File: config.mk
export PLATFORM = sky130hd
export DESIGN_NAME = relaxed_header_canonicalizer
export DESIGN_NICKNAME = d
export VERILOG_FILES = /design/src/hw/rtl/rhc_pkg.sv /design/src/hw/rtl/relaxed_header_canonicalizer.sv /design/src/hw/rtl/rhc_core.sv /design/src/hw/rtl/rhc_obuf.sv
export SDC_FILE = /design/constraint.sdc
export NUM_CORES = 1
export LEC_CHECK = 0
export ABC_AREA = 1
export BUFFER_PORTS_ARGS = -buffer_cell sky130_fd_sc_hd__clkbuf_2
export CORE_MARGIN = 10
export CORE_UTILIZATION = 55
export CTS_BUF_LIST = sky130_fd_sc_hd__clkbuf_8
export DETAILED_ROUTE_END_ITERATION = 8
export HOLD_SLACK_MARGIN = 0.08
export PLACE_DENSITY = 0.76
export SLEW_MARGIN = 30
export SYNTH_ARGS = -nofsm -noshare
export SYNTH_HDL_FRONTEND = slang
export SYNTH_SLANG_ARGS = --single-unit
File: constraint.sdc
create_clock -name aclk -period 3.15 [get_ports aclk]
set_clock_uncertainty 0.2 [all_clocks]
set_input_delay 0.63 -clock aclk [delete_from_list [all_inputs] [get_ports aclk]]
set_output_delay 0.63 -clock aclk [all_outputs]
set_load 0.01 [all_outputs]
File: src/hw/rtl/rhc_pkg.sv
// Shared types and byte constants for the relaxed header canonicalizer.
`default_nettype none

package rhc_pkg;

    localparam logic [7:0] CHAR_UPPER_A = 8'h41;
    localparam logic [7:0] CHAR_UPPER_Z = 8'h5A;
    localparam logic [7:0] CASE_OFFSET  = 8'h20;
    localparam logic [7:0] CHAR_COLON   = 8'h3A;
    localparam logic [7:0] CHAR_SPACE   = 8'h20;
    localparam logic [7:0] CHAR_TAB     = 8'h09;
    localparam logic [7:0] CHAR_CR      = 8'h0D;
    localparam logic [7:0] CHAR_LF      = 8'h0A;

    // Output buffer depth and its count width
    localparam int unsigned OBUF_DEPTH = 4;
    localparam int unsigned OBUF_PTR_W = 2;
    localparam int unsigned OBUF_CNT_W = 3;

    typedef struct packed {
        logic [7:0] data;
        logic       valid;
        logic       last;
    } rhc_res_t;

    // Up to two results produced by one input byte
    typedef struct packed {
        logic [1:0] cnt;
        rhc_res_t   res0;
        rhc_res_t   res1;
    } rhc_pair_t;

endpackage

`default_nettype wire

File: src/hw/rtl/relaxed_header_canonicalizer.sv
// Top level of the relaxed header canonicalizer.
`default_nettype none

// Relaxed header canonicalizer: one header field enters as a byte stream
// (s_tlast on its final byte). Whitespace runs fold to one space emitted only
// before a following non-whitespace byte, trailing runs are dropped, letters
// before the first colon are lowercased and a space right after that colon is
// removed. A trailing whitespace byte with s_tlast yields a bare end marker
// (m_tuser low, m_tdata zero, m_tlast high). One byte is accepted per cycle
// while the four-entry output queue has room. A byte that needs a folded
// space in front produces two requests, but the output side drains only one
// request per cycle. The queue takes a pair only when room exists without
// counting the request leaving in the same cycle. Input therefore stalls
// while m_tready is low. It also stalls when extra spaces arrive faster than
// the queue drains: each extra space needs an output transfer of its own,
// and a two-request byte waits whenever the queue already holds three
// requests. The path from input to output runs through the input register,
// then the output queue.
module relaxed_header_canonicalizer (
    input  wire logic       aclk,
    input  wire logic       aresetn,
    input  wire logic       s_tvalid,
    output logic            s_tready,
    input  wire logic [7:0] s_tdata,   // [7:0] in_byte
    input  wire logic       s_tlast,
    output logic            m_tvalid,
    input  wire logic       m_tready,
    output logic [7:0]      m_tdata,   // [7:0] out_byte
    output logic            m_tuser,   // [0] out_valid
    output logic            m_tlast
);
    import rhc_pkg::*;

    rhc_pair_t pair;
    logic      pair_valid;
    logic      pair_take;
    rhc_res_t  out_res;

    rhc_core u_core (
        .aclk       (aclk),
        .aresetn    (aresetn),
        .in_valid   (s_tvalid),
        .in_ready   (s_tready),
        .in_byte    (s_tdata),
        .in_last    (s_tlast),
        .pair       (pair),
        .pair_valid (pair_valid),
        .pair_take  (pair_take)
    );

    rhc_obuf u_obuf (
        .aclk       (aclk),
        .aresetn    (aresetn),
        .pair       (pair),
        .pair_valid (pair_valid),
        .pair_take  (pair_take),
        .out_valid  (m_tvalid),
        .out_ready  (m_tready),
        .out_res    (out_res)
    );

    assign m_tdata = out_res.data;
    assign m_tuser = out_res.valid;
    assign m_tlast = out_res.last;

endmodule

`default_nettype wire

File: src/hw/rtl/rhc_core.sv
// Input register, canonicalizer state and per-byte result logic.
`default_nettype none

module rhc_core (
    input  wire logic              aclk,
    input  wire logic              aresetn,
    input  wire logic              in_valid,
    output logic                   in_ready,
    input  wire logic [7:0]        in_byte,
    input  wire logic              in_last,
    output rhc_pkg::rhc_pair_t     pair,
    output logic                   pair_valid,
    input  wire logic              pair_take
);
    import rhc_pkg::*;

    logic       hold_valid_reg;
    logic       hold_valid_next;
    logic [7:0] hold_byte_reg;
    logic       hold_last_reg;

    logic space_pending_reg, space_pending_next;
    logic colon_seen_reg, colon_seen_next;
    logic just_after_colon_reg, just_after_colon_next;

    logic       is_ws;
    logic       emit_space;
    logic       first_colon;
    logic [7:0] byte_fixed;
    rhc_res_t   res_space;
    rhc_res_t   res_byte;
    rhc_res_t   res_end;

    assign pair_valid = hold_valid_reg;
    assign in_ready   = !hold_valid_reg || pair_take;

    always_comb begin
        is_ws = (hold_byte_reg == CHAR_SPACE) || (hold_byte_reg == CHAR_TAB) ||
                (hold_byte_reg == CHAR_CR) || (hold_byte_reg == CHAR_LF);
        emit_space = space_pending_reg && !just_after_colon_reg;
        byte_fixed = hold_byte_reg;
        if (!colon_seen_reg && hold_byte_reg >= CHAR_UPPER_A &&
            hold_byte_reg <= CHAR_UPPER_Z) begin
            byte_fixed = hold_byte_reg + CASE_OFFSET;
        end
        first_colon = !colon_seen_reg && (hold_byte_reg == CHAR_COLON);

        res_space = '{data: CHAR_SPACE, valid: 1'b1, last: 1'b0};
        res_byte  = '{data: byte_fixed, valid: 1'b1, last: hold_last_reg};
        res_end   = '{data: 8'h00, valid: 1'b0, last: 1'b1};

        if (is_ws) begin
            pair.cnt  = hold_last_reg ? 2'd1 : 2'd0;
            pair.res0 = res_end;
            pair.res1 = res_end;
        end else if (emit_space) begin
            pair.cnt  = 2'd2;
            pair.res0 = res_space;
            pair.res1 = res_byte;
        end else begin
            pair.cnt  = 2'd1;
            pair.res0 = res_byte;
            pair.res1 = res_byte;
        end

        space_pending_next    = space_pending_reg;
        colon_seen_next       = colon_seen_reg;
        just_after_colon_next = just_after_colon_reg;
        if (hold_valid_reg && pair_take) begin
            if (hold_last_reg) begin
                space_pending_next    = 1'b0;
                colon_seen_next       = 1'b0;
                just_after_colon_next = 1'b0;
            end else if (is_ws) begin
                space_pending_next = 1'b1;
            end else begin
                space_pending_next    = 1'b0;
                colon_seen_next       = colon_seen_reg || first_colon;
                just_after_colon_next = first_colon;
            end
        end

        hold_valid_next = hold_valid_reg;
        if (in_ready) begin
            hold_valid_next = in_valid;
        end
    end

    always_ff @(posedge aclk) begin
        if (!aresetn) begin
            hold_valid_reg       <= 1'b0;
            space_pending_reg    <= 1'b0;
            colon_seen_reg       <= 1'b0;
            just_after_colon_reg <= 1'b0;
        end else begin
            hold_valid_reg       <= hold_valid_next;
            space_pending_reg    <= space_pending_next;
            colon_seen_reg       <= colon_seen_next;
            just_after_colon_reg <= just_after_colon_next;
        end
    end

    always_ff @(posedge aclk) begin
        if (in_ready && in_valid) begin
            hold_byte_reg <= in_byte;
            hold_last_reg <= in_last;
        end
    end

endmodule

`default_nettype wire

File: src/hw/rtl/rhc_obuf.sv
// Small output queue taking up to two results per cycle while it has room, releasing one while out_ready is high.
`default_nettype none

module rhc_obuf (
    input  wire logic               aclk,
    input  wire logic               aresetn,
    input  wire rhc_pkg::rhc_pair_t pair,
    input  wire logic               pair_valid,
    output logic                    pair_take,
    output logic                    out_valid,
    input  wire logic               out_ready,
    output rhc_pkg::rhc_res_t       out_res
);
    import rhc_pkg::*;

    rhc_res_t                mem_reg [OBUF_DEPTH];
    logic [OBUF_PTR_W-1:0]   wr_ptr_reg, wr_ptr_next;
    logic [OBUF_PTR_W-1:0]   rd_ptr_reg, rd_ptr_next;
    logic [OBUF_CNT_W-1:0]   cnt_reg, cnt_next;
    logic [OBUF_CNT_W-1:0]   free_slots;
    logic [OBUF_CNT_W-1:0]   wr_cnt;
    logic                    pop;
    logic [OBUF_PTR_W-1:0]   wr_ptr_plus1;

    assign out_valid    = (cnt_reg != '0);
    assign out_res      = mem_reg[rd_ptr_reg];
    assign pop          = out_valid && out_ready;
    // Count frees only from the queue's current contents, so no path
    // runs from out_ready through to the input side.
    assign free_slots   = OBUF_CNT_W'(OBUF_DEPTH) - cnt_reg;
    assign pair_take    = pair_valid && ({1'b0, pair.cnt} <= free_slots);
    assign wr_cnt       = pair_take ? {1'b0, pair.cnt} : '0;
    assign wr_ptr_plus1 = wr_ptr_reg + 1'b1;

    always_comb begin
        wr_ptr_next = wr_ptr_reg + wr_cnt[OBUF_PTR_W-1:0];
        rd_ptr_next = rd_ptr_reg + (pop ? 1'b1 : 1'b0);
        cnt_next    = cnt_reg + wr_cnt - (pop ? OBUF_CNT_W'(1) : '0);
    end

    always_ff @(posedge aclk) begin
        if (!aresetn) begin
            wr_ptr_reg <= '0;
            rd_ptr_reg <= '0;
            cnt_reg    <= '0;
        end else begin
            wr_ptr_reg <= wr_ptr_next;
            rd_ptr_reg <= rd_ptr_next;
            cnt_reg    <= cnt_next;
        end
    end

    always_ff @(posedge aclk) begin
        if (wr_cnt != '0) begin
            mem_reg[wr_ptr_reg] <= pair.res0;
        end
        if (wr_cnt == OBUF_CNT_W'(2)) begin
            mem_reg[wr_ptr_plus1] <= pair.res1;
        end
    end

endmodule

`default_nettype wire
==> qor.csv, run 1 <==
stage,metric,value,unit
status,status,"finished, final reports clean",
floorplanning,Core Rows,26,
critical_path,slowest cell on the critical path,edfxtp_1,
floorplanning,# IOs,25,
hold_path,Hold Path Class,in2reg,
detailed_routing,post-route ant nets,0,
synthesis,Post-synth EDFFs,49,
critical_path,worst r2r src,u_core.hold_byte_reg[6],
synthesis,"Avg Cell Area, Syn",9.78,um2
clock_tree,CTS tree,done,
critical_path,CP peak stage delay,0.44,ns
critical_path,crit path max fanout,3,
place,Placed Cells incl. Taps,400,
global_route,largest net degree at the start of global routing,23,
hold_path,hold depth,1,
finish,share of layout cells above drive strength 1,0.277,
critical_path,"Cell Chain, Critical Path",nor2_2 -> nand2_2 -> nor2_4 -> nand2_2 -> nand2_4 -> nor2_4 -> inv_2 -> nand2_2 -> ha_4 -> a21boi_2 -> nand2_1 -> nand2_2 -> inv_4 -> nand2_2 -> nor2_2 -> ha_2 -> fa_2 -> xor2_2 -> o21ai_1 -> a21oi_1,
place,IO buf count,24,
detailed_routing,Routed WL,6650,um
critical_path,worst path required time,3.18,ns
detailed_routing,drt wl/cell,15.7,um
critical_path,Buf/Inv on CP,2,
clock_tree,CTS Sinks,60,
global_route,vias in the first global route,2218,
floorplanning,Die Width,92.8,um
synthesis,ys flop type,edfxtp_1,
detailed_routing,via total after detailed routing,2269,
hold_path,Hold Path End,u_core.hold_byte_reg[3],
synthesis,sequential-to-total area share from yosys stat,0.580,
critical_path,Worst Path Arrival,3.15,ns
critical_path,kind of critical path,reg2reg,
pwr,P_leak,1.50,nW
clock_tree,CTS buffer count,9,
critical_path,Setup crit end kind,flip-flop,
finish,Filler Cell Count,419,
sta,Final Max Slew Viols,0,
synthesis,Synth cell types,27,
finish,area grow syn2layout,21.8,%
synthesis,"FFs w/ async S/R, synth",0,
sta,fmax,321,MHz
job,total of max-cap violations,0,
finish,final non-filler cell total,424,
critical_path,reg2reg path depth,20,
synthesis,Syn. warnings,0,
synthesis,Syn Std Cell Area,2920,um2
finish,max reg flops,40,
clock_tree,cts hold-fix bufs,0,
floorplanning,core area,5140,um2
sta,RSZ-0062 raised after global routing,true,
pwr,Cell Pwr Density,817,nW/um2
pwr,Peak VDD IR,445,uV
clock_tree,"Clk Latency, worst-skew pair",0.34,ns
floorplanning,Die Span Y,92.8,um
finish,diodes inserted,0,
clock_tree,Clock transition at path regs,0.06,ns
synthesis,synthesized flop and latch total,60,
critical_path,reg2reg setup slack,0.03,ns
floorplanning,Starting Density,0.567,
detailed_routing,drt first-iter violations,191,
detailed_routing,vias per inst,5.35,
clock_tree,H-tree levels,3,
detailed_routing,Residual DRC,0,
global_route,Tot GR Track Use,0.156,
synthesis,Cells after Synth,298,
sta,setup violators final,0,
critical_path,CP most frequent cell,nand2_2,
sta,slack of the critical path,0.0333,ns
place,Placer Congestion,0.813,
hold_path,worst min-delay path startpoint,s_tdata[3],
global_route,first-pass GRT wire length,10400,um
clock_tree,Bufs on Longest Clock Path,2,
detailed_routing,drt pass-1 iters,5,
critical_path,Worst setup SP type,flip-flop,
sta,Least-Margin Pin Slew,0.595,ns
critical_path,"delay-heaviest family, CP",simple AND/OR/NAND/NOR gates,
critical_path,worst r2r dst,u_obuf.cnt_reg[2],
sta,hold slack,0.260,ns
clock_tree,root buf cell,clkbuf_8,
global_route,initial antenna violation count,0,
place,HPWL after DPL,4250,um
sta,Worst slew margin,0.599,
sta,period utilisation layout,0.989,
place,"worst slack, placed",-0.0833,ns
finish,Layout Nets,373,
floorplanning,die footprint,8610,um2
synthesis,syn nets,322,
global_route,gr ovfl total,0,
finish,"Core Util, Final",0.691,
sta,fin crit period,3.12,ns
sta,Final Hold Fails,0,
-- cell usage after synthesis, types with 5 or more instances --
master	count	area (um2)
ha_1	10	125
nand2_1	37	139
clkbuf_1	6	22.5
nor2_1	53	199
inv_1	38	143
nand2_2	5	31.3
o21ai_0	28	140
nand3_1	11	55.1
edfxtp_1	49	1470
o22ai_1	12	75.1
a21oi_1	13	65.1
dfxtp_1	11	220
-- metrics by stage --
stage,instance area (um2),power (W),setup TNS (ns)
6_report,3550,0.00290,0
5_1_grt,3550,0.00308,-0.230
4_1_cts,3460,0.00283,0
3_5_place_dp,3210,0.00210,-0.0833
3_3_place_gp,3210,0.00206,0
2_1_floorplan,2920,0.00176,-0.135
-- cell usage in the layout, fill, tap and decap left out --
cell type,netlist,layout
bufinv_16,0,1
inv_2,3,4
nand2_2,5,10
o211ai_1,2,2
ha_4,0,3
o21ai_1,0,1
ha_1,10,6
nor2_2,2,5
clkinv_2,0,1
a21boi_2,0,1
nor3_1,3,3
nand2_4,2,2
buf_4,0,23
nand4_4,1,1
inv_4,1,2
buf_6,1,1
ha_2,0,1
nor2_1,53,49
a21oi_4,2,2
o22ai_1,12,12
dfxtp_1,11,11
inv_1,38,39
edfxtp_1,49,49
xor2_2,0,1
a21boi_0,2,1
clkbuf_2,0,24
nand3_1,11,11
o21ai_0,28,27
a21oi_1,13,13
clkbuf_8,0,11
nand2_1,37,32
fa_2,0,1
nand3_2,1,1
nor2_4,2,3
-- worst max path at each step --
stage	from	end	slack [ns]	depth (start not counted)
5_1_grt	u_core.hold_byte_reg[6]	u_obuf.cnt_reg[2]	-0.13	20
3_5_place_dp	u_core.hold_byte_reg[7]	u_obuf.cnt_reg[2]	-0.08	20
4_1_cts	u_core.hold_byte_reg[7]	u_obuf.cnt_reg[2]	0.01	20
3_3_place_gp	u_core.hold_byte_reg[4]	u_obuf.cnt_reg[2]	0.08	20
2_1_floorplan	u_core.hold_byte_reg[6]	u_obuf.cnt_reg[2]	-0.02	20
6_report	u_core.hold_byte_reg[6]	u_obuf.cnt_reg[2]	0.03	20
-- area by class of cell --
class                           count  area, um2  area share
Clock buffer                       11        151      0.0427
Clock inverter                      5       46.3      0.0130
Inverter                           42        163      0.0458
Multi-Input combinational cell    188       1110       0.312
Sequential cell                    60       1690       0.477
Tap cell                           70       87.6      0.0247
Timing Repair Buffer               48        304      0.0857
-- repair_timing --
action	CTS	global route
gates resized for setup	7	14
buffers inserted	3	5
setup endpoints to repair	2	13
pin swaps	3	16
-- routing by layer --
metal  share of wire  up-vias  GRT usage  routed length, um
met5               0        -          0                  0
met4           0.023        0     0.0874                155
met3           0.077       14     0.0452                509
met2            0.51      110      0.267               3370
met1            0.39     1041      0.168               2620
li1                -     1104          -                  -
-- kinds of logic after synthesis --
| family | after synthesis | share of synthesized area |
|---|---|---|
| buffers and inverters | 50 | 0.0682 |
| AOI/OAI and AO/OA | 59 | 0.118 |
| xor gates and xnor gates | 1 | 0.00300 |
| DFF | 60 | 0.580 |
| adders and majority gates | 11 | 0.0498 |
| and+or+nand+nor | 117 | 0.181 |
-- report_power, final --
group          internal [W]  switching [W]
clock              0.000398       0.000290
sequential          0.00104      0.0000629
combinational      0.000424       0.000686
Power figures use the tool's default switching activity.
==> run 2: changes to the inputs <==
Settings changed: CAP_MARGIN set to 20, PLACE_DENSITY 0.76 to 0.73.
Clock period 3.15 ns to 3.4 ns, I/O delays scaled along.
==> qor.csv, run 2 (synthesized netlist as in run 1, its figures left out) <==
stage,metric,value,unit,change
sta,slack of the critical path,0.154,ns,+0.121 ns
pwr,P_leak,1.46,nW,-2.1%
pwr,Peak VDD IR,368,uV,-17%
floorplanning,# IOs,25,,unchanged
pwr,part of the power in registers,0.404,,+0.025
detailed_routing,via total after detailed routing,2173,,-4.2%
pwr,Int Power,0.00159,W,-14%
global_route,vias in the first global route,2125,,-4.2%
pwr,switching pwr,0.000938,W,-9.7%
sta,period utilisation layout,0.955,,-0.0347
critical_path,"delay-heaviest family, CP",simple AND/OR/NAND/NOR gates,,
detailed_routing,drt wl/cell,15.1,um,-4.1%
critical_path,crit path max fanout,5,,+2
floorplanning,Die Width,92.8,um,unchanged
floorplanning,Starting Density,0.567,,unchanged
clock_tree,H-tree levels,3,,unchanged
hold_path,Hold Path Class,reg2reg,,
pwr,combinational power share,0.400,,+0.017
finish,area grow syn2layout,19.4,%,
finish,Layout Nets,371,,-0.54%
clock_tree,CTS tree,done,,
global_route,initial antenna violation count,0,,unchanged
critical_path,Buf/Inv on CP,3,,+1
clock_tree,CTS buffer count,9,,unchanged
detailed_routing,drt first-iter violations,148,,-23%
pwr,Switching Fraction,0.371,,+0.0121
pwr,Cell Pwr Density,727,nW/um2,-11%
clock_tree,"Clk Latency, worst-skew pair",0.34,ns,about the same
floorplanning,Die Span Y,92.8,um,unchanged
place,HPWL after DPL,4110,um,-3.4%
clock_tree,root buf cell,clkbuf_8,,
floorplanning,die footprint,8610,um2,unchanged
floorplanning,core area,5140,um2,unchanged
sta,fin crit period,3.25,ns,+0.129 ns
detailed_routing,Routed WL,6320,um,-5.0%
floorplanning,Core Rows,26,,unchanged
job,total of max-cap violations,0,,unchanged
sta,fmax,308,MHz,-4.0%
finish,diodes inserted,0,,unchanged
critical_path,"Cell Chain, Critical Path",nor2_1 -> nand2_1 -> nor2_2 -> nand2_2 -> nand2_4 -> nor2_4 -> inv_1 -> nand2_1 -> ha_4 -> a21boi_2 -> nand2_1 -> nand2_2 -> inv_4 -> nand4_4 -> ha_4 -> inv_1 -> fa_2 -> xor2_2 -> o21ai_1 -> a21oi_1,,
critical_path,Setup crit end kind,flip-flop,,
critical_path,CP peak stage delay,0.42,ns,-0.02 ns
global_route,largest net degree at the start of global routing,22,,-4.3%
pwr,Power Total,0.00253,W,-13%
clock_tree,CTS Sinks,60,,unchanged
detailed_routing,post-route ant nets,0,,unchanged
sta,setup violators final,0,,unchanged
clock_tree,Bufs on Longest Clock Path,2,,unchanged
place,IO buf count,24,,unchanged
finish,share of layout cells above drive strength 1,0.257,,-0.0197
critical_path,CP most frequent cell,nand2_1,,
finish,max reg flops,40,,unchanged
status,status,"finished, final reports clean",,
clock_tree,cts hold-fix bufs,0,,unchanged
critical_path,Worst Path Arrival,3.27,ns,+0.12 ns
clock_tree,Clock transition at path regs,0.06,ns,about the same
critical_path,worst path required time,3.43,ns,+0.25 ns
detailed_routing,Residual DRC,0,,unchanged
global_route,gr ovfl total,0,,unchanged
detailed_routing,vias per inst,5.17,,-3.3%
critical_path,slowest cell on the critical path,edfxtp_1,,
place,Placer Congestion,0.849,,+4.5%
global_route,first-pass GRT wire length,9830,um,-5.6%
detailed_routing,drt pass-1 iters,4,,-1
critical_path,kind of critical path,reg2reg,,
finish,Filler Cell Count,414,,-1.2%
sta,Worst slew margin,0.604,,+0.00525
finish,most frequent cells in the layout,"49 x nor2_1, 49 x edfxtp_1, 38 x inv_1",,
critical_path,Worst setup SP type,flip-flop,,
global_route,Tot GR Track Use,0.147,,-0.00836
sta,Final Max Slew Viols,0,,unchanged
pwr,Clk pwr share,0.196,,-0.042
place,"worst slack, placed",0.0271,ns,+0.110 ns
sta,Least-Margin Pin Slew,0.593,ns,-0.00223 ns
sta,Final Hold Fails,0,,unchanged
[run 2: changes by cell type in the layout (fill, tap and decap cells not counted), sizes merged]
| cell | delta |
|---|---|
| bufinv | -1 |
| clkbuf | -2 |
| clkinv | +4 |
| buf | -2 |
| inv | -3 |
[run 2: cell type report]
type / count / area [um2] / area share
sequential: 60 / 1690 / 0.486
multi-input combinational: 188 / 1110 / 0.318
timing repair buffer: 46 / 289 / 0.0830
clock inverter: 5 / 21.3 / 0.00611
tap: 70 / 87.6 / 0.0252
inverter: 42 / 163 / 0.0467
clock buffer: 9 / 124 / 0.0356
[run 2: what timing repair did]
item | in CTS | in global routing
hold endpoints to repair | 0 | 0
endpoints found under the setup margin | 0 | 10
buffers inserted | 0 | 12
resized for setup | 0 | 21
[run 2: worst paths after layout]
path / from / end / slack [ns] / cells past startpoint
min: u_core.colon_seen_reg / u_core.colon_seen_reg / 0.29 / 2
max: u_core.hold_byte_reg[3] / u_obuf.cnt_reg[2] / 0.15 / 20
min reg2reg: u_core.colon_seen_reg / u_core.colon_seen_reg / 0.29 / 2
max reg2reg: u_core.hold_byte_reg[3] / u_obuf.cnt_reg[2] / 0.15 / 20
[run 2: stage by stage]
stage	cells	hold WS, ns	utilization	area, um2	setup TNS, ns
2_1_floorplan	298	0.246	-	2920	0
3_3_place_gp	394	0.262	0.615	3160	0
3_5_place_dp	394	0.276	0.615	3160	0
4_1_cts	408	0.285	0.643	3300	0
5_1_grt	420	0.300	0.677	3480	-0.108
6_report	420	0.285	0.677	3480	0
[run 2: power by group through the flow]
stage / Combinational (W) / Clock [W] / Sequential [W]
after floorplan: 0.000614 / 0 / 0.00102
after global placement: 0.000861 / 0 / 0.00103
after detailed placement: 0.000891 / 0 / 0.00103
after CTS: 0.000897 / 0.000510 / 0.00102
after global routing: 0.00115 / 0.000537 / 0.00103
final: 0.00101 / 0.000497 / 0.00102
[run 2: per-layer routing]
metal  global-route usage  routed length (um)
met1                0.172                2740
met2                0.233                2970
met3               0.0541                 447
met4               0.0746                 157
met5                    0                   0
[run 2: worst min-delay path: stages, from the launching register on]
cell     delay [ns]
dfxtp_1        0.31
inv_1          0.06
a21oi_1        0.06
==> run 3: changes to the inputs <==
Settings changed: ABC_AREA 1 to unset, CAP_MARGIN 20 to unset.
==> qor.csv, run 3 <==
stage,metric,value,unit,change
status,status,"complete, but fails checks",,
status,failing checks,setup timing,,
place,"worst slack, placed",-0.0913,ns,-0.118 ns
detailed_routing,Routed WL,5920,um,-6.4%
critical_path,"Cell Chain, Critical Path",or4_4 -> nor2_4 -> o2bb2ai_4 -> inv_6 -> nand2_8 -> inv_6 -> ha_4 -> nor2b_4 -> o211ai_4 -> buf_6 -> inv_2 -> nand2_2 -> clkbuf_2,,
synthesis,dominant cell type by area after synthesis,edfxtp_1,,
floorplanning,Die Span Y,92.2,um,-0.68%
sta,slack of the critical path,-0.0507,ns,-0.205 ns
clock_tree,CTS buffer count,9,,unchanged
global_route,Global Route met2 Usage,0.232,,-0.00130
clock_tree,root buf cell,clkbuf_8,,
sta,fmax,290,MHz,-5.9%
synthesis,Synth cell types,47,,+74%
clock_tree,"Clk Latency, worst-skew pair",0.33,ns,about the same
critical_path,slowest cell on the critical path,or4_4,,
synthesis,synth top area cells,"edfxtp_1 51%, mux4_2 7.9%, dfxtp_1 7.7%",,
global_route,Tot GR Track Use,0.148,,+0.000981
synthesis,Cells after Synth,219,,-27%
synthesis,Syn Std Cell Area,2870,um2,-1.7%
finish,share of layout cells above drive strength 1,0.376,,+0.119
floorplanning,Starting Density,0.565,,-0.00259
critical_path,worst r2r dst,u_obuf.cnt_reg[2],,
place,HPWL after DPL,4210,um,+2.4%
critical_path,CP Depth,13,,-35%
synthesis,syn nets,243,,-25%
sta,Least-Margin Pin Slew,0.776,ns,+0.183 ns
finish,diodes inserted,0,,unchanged
synthesis,"FFs w/ async S/R, synth",0,,unchanged
floorplanning,core area,5070,um2,-1.3%
clock_tree,cts hold-fix bufs,0,,unchanged
sta,Final Max Slew Viols,0,,unchanged
detailed_routing,drt pass-1 iters,4,,unchanged
global_route,initial antenna violation count,0,,unchanged
floorplanning,Core Rows,26,,unchanged
synthesis,synthesized flop and latch total,60,,unchanged
critical_path,Worst setup SP type,flip-flop,,
synthesis,Syn. warnings,0,,unchanged
finish,area grow syn2layout,26.3,%,
global_route,GR Util met3,0.0497,,-0.00436
pwr,P_leak,1.39,nW,-4.9%
detailed_routing,post-route ant nets,0,,unchanged
finish,Filler Cell Count,357,,-14%
floorplanning,# IOs,25,,unchanged
global_route,met1 Use GR,0.187,,+0.0154
clock_tree,CTS tree,done,,
critical_path,worst r2r src,u_core.hold_byte_reg[0],,
pwr,Clk pwr share,0.293,,+0.097
critical_path,crit path max fanout,3,,-2
clock_tree,H-tree levels,3,,unchanged
pwr,Peak VDD IR,384,uV,+4.1%
job,total of max-cap violations,0,,unchanged
synthesis,"count leader, synth",edfxtp_1,,
hold_path,Hold Path Class,reg2reg,,
sta,Worst slew margin,0.476,,-0.129
sta,period utilisation layout,1.01,,+0.0602
global_route,vias in the first global route,2023,,-4.8%
sta,RSZ-0062 raised after global routing,true,,
finish,"most common cell after layout, fill and taps aside",edfxtp_1,,
critical_path,Setup crit end kind,output pin,,
critical_path,"delay-heaviest family, CP",simple AND/OR/NAND/NOR gates,,
clock_tree,Bufs on Longest Clock Path,2,,unchanged
critical_path,reg2reg path depth,17,,-15%
global_route,largest net degree at the start of global routing,21,,-4.5%
synthesis,post-synth top area share,0.514,,+0.00882
critical_path,reg2reg setup slack,0.01,ns,-0.14 ns
finish,Layout Nets,301,,-19%
critical_path,Worst Path Arrival,2.57,ns,-0.70 ns
detailed_routing,Residual DRC,0,,unchanged
detailed_routing,drt first-iter violations,178,,+20%
critical_path,CP peak stage delay,0.55,ns,+0.13 ns
finish,area of the multi-input gates,1170,um2,+5.4%
detailed_routing,vias per inst,5.44,,+5.2%
finish,max reg flops,40,,unchanged
critical_path,Buf/Inv on CP,5,,+2
clock_tree,CTS Sinks,60,,unchanged
sta,Final Hold Fails,0,,unchanged
pwr,Switching Fraction,0.298,,-0.0722
global_route,first-pass GRT wire length,9920,um,+0.99%
pwr,combinational power share,0.319,,-0.081
place,IO buf count,24,,unchanged
synthesis,sequential-to-total area share from yosys stat,0.590,,+0.0101
global_route,busiest grt layer,met2,,
pwr,switching pwr,0.000762,W,-19%
sta,hold slack,0.301,ns,+0.0154 ns
synthesis,Post-synth EDFFs,49,,unchanged
critical_path,Critical Path End,s_tready,,
sta,setup violators final,1,,+1
synthesis,ys flop type,edfxtp_1,,
place,Placer Congestion,0.787,,-7.3%
critical_path,worst path required time,2.52,ns,-0.91 ns
finish,FF+latch area,1690,um2,unchanged
critical_path,CP most frequent cell,inv_6,,
critical_path,Worst setup startpoint,u_core.hold_byte_reg[0],,
pwr,Int Power,0.00179,W,+12%
synthesis,"Avg Cell Area, Syn",13.1,um2,+34%
detailed_routing,drt wl/cell,16.8,um,+12%
finish,"Core Util, Final",0.713,,+0.0356
critical_path,kind of critical path,reg2out,,
pwr,part of the power in registers,0.388,,-0.016
detailed_routing,via total after detailed routing,1915,,-12%
pwr,Cell Pwr Density,705,nW/um2,-3.0%
floorplanning,die footprint,8500,um2,-1.4%
clock_tree,Clock transition at path regs,0.07,ns,about the same
synthesis,synth cell count leaders,"49 x edfxtp_1, 26 x nor2_1, 15 x a21oi_1",,
sta,fin crit period,3.45,ns,+0.205 ns
floorplanning,Die Width,92.2,um,-0.68%
global_route,gr ovfl total,0,,unchanged
finish,most frequent cells in the layout,"49 x edfxtp_1, 24 x nor2_1, 24 x clkbuf_2, 24 x buf_4, 15 x a21oi_1",,
-- run 3: logic make-up (layout without fill, tap and decap cells) --
| family | count (synthesis) | count (layout) | share of synthesized area |
|---|---|---|---|
| adders and majority gates | 11 | 11 | 0.0507 |
| buffers and inverters | 24 | 87 | 0.0371 |
| DFF | 60 | 60 | 0.590 |
| xor gates and xnor gates | 4 | 4 | 0.0122 |
| AOI/OAI and AO/OA | 36 | 36 | 0.0891 |
| and+or+nand+nor | 74 | 74 | 0.142 |
| muxes | 10 | 10 | 0.0786 |
-- run 3: layer usage --
| layer | vias up | wire [um] |
|---|---|---|
| li1 | 931 | - |
| met4 | 0 | 83 |
| met5 | - | 0 |
| met2 | 52 | 2850 |
| met3 | 9 | 272 |
| met1 | 923 | 2710 |
-- run 3: how the worst min path moves through the flow --
stage                                       end  slack (ns)                         from  depth (start not counted)
floorplan           u_core.just_after_colon_reg        0.26  u_core.just_after_colon_reg                          1
global placement    u_core.just_after_colon_reg        0.28  u_core.just_after_colon_reg                          1
detailed placement  u_core.just_after_colon_reg        0.28  u_core.just_after_colon_reg                          1
CTS                 u_core.just_after_colon_reg        0.30  u_core.just_after_colon_reg                          1
global route            u_core.hold_byte_reg[3]        0.31                   s_tdata[3]                          1
finish              u_core.just_after_colon_reg        0.30  u_core.just_after_colon_reg                          1
-- run 3: power by group through the flow --
stage / combinational, W / clock (W) / sequential [W]
after detailed placement: 0.000759 / 0 / 0.00101
after global routing: 0.000902 / 0.000788 / 0.00101
after CTS: 0.000804 / 0.000760 / 0.000992
after floorplan: 0.000569 / 0 / 0.000953
final: 0.000815 / 0.000747 / 0.000991
after global placement: 0.000742 / 0 / 0.00100
-- run 3: what timing repair did --
action	in CTS	in global routing
pin swaps	7	1
gates cloned	0	1
setup buffers	2	3
gates resized for setup	3	11
setup endpoints to repair	2	44
-- run 3: area by class of cell --
| cell class | count | share of cell area |
|---|---|---|
| Clock inverter | 7 | 0.0294 |
| Timing Repair Buffer | 55 | 0.103 |
| Tap cell | 70 | 0.0242 |
| Sequential cell | 60 | 0.467 |
| Multi-Input combinational cell | 135 | 0.322 |
| Inverter | 16 | 0.0194 |
| Clock buffer | 9 | 0.0342 |
-- run 3: metrics by stage --
step	cells	area (um2)	total power [W]	TNS [ns]
6_report	352	3620	0.00255	-0.0507
3_5_place_dp	330	3290	0.00177	-0.0913
3_3_place_gp	330	3290	0.00174	-0.0360
5_1_grt	352	3620	0.00270	-1.04
2_1_floorplan	219	2950	0.00152	-4.86
4_1_cts	348	3540	0.00256	-0.0842
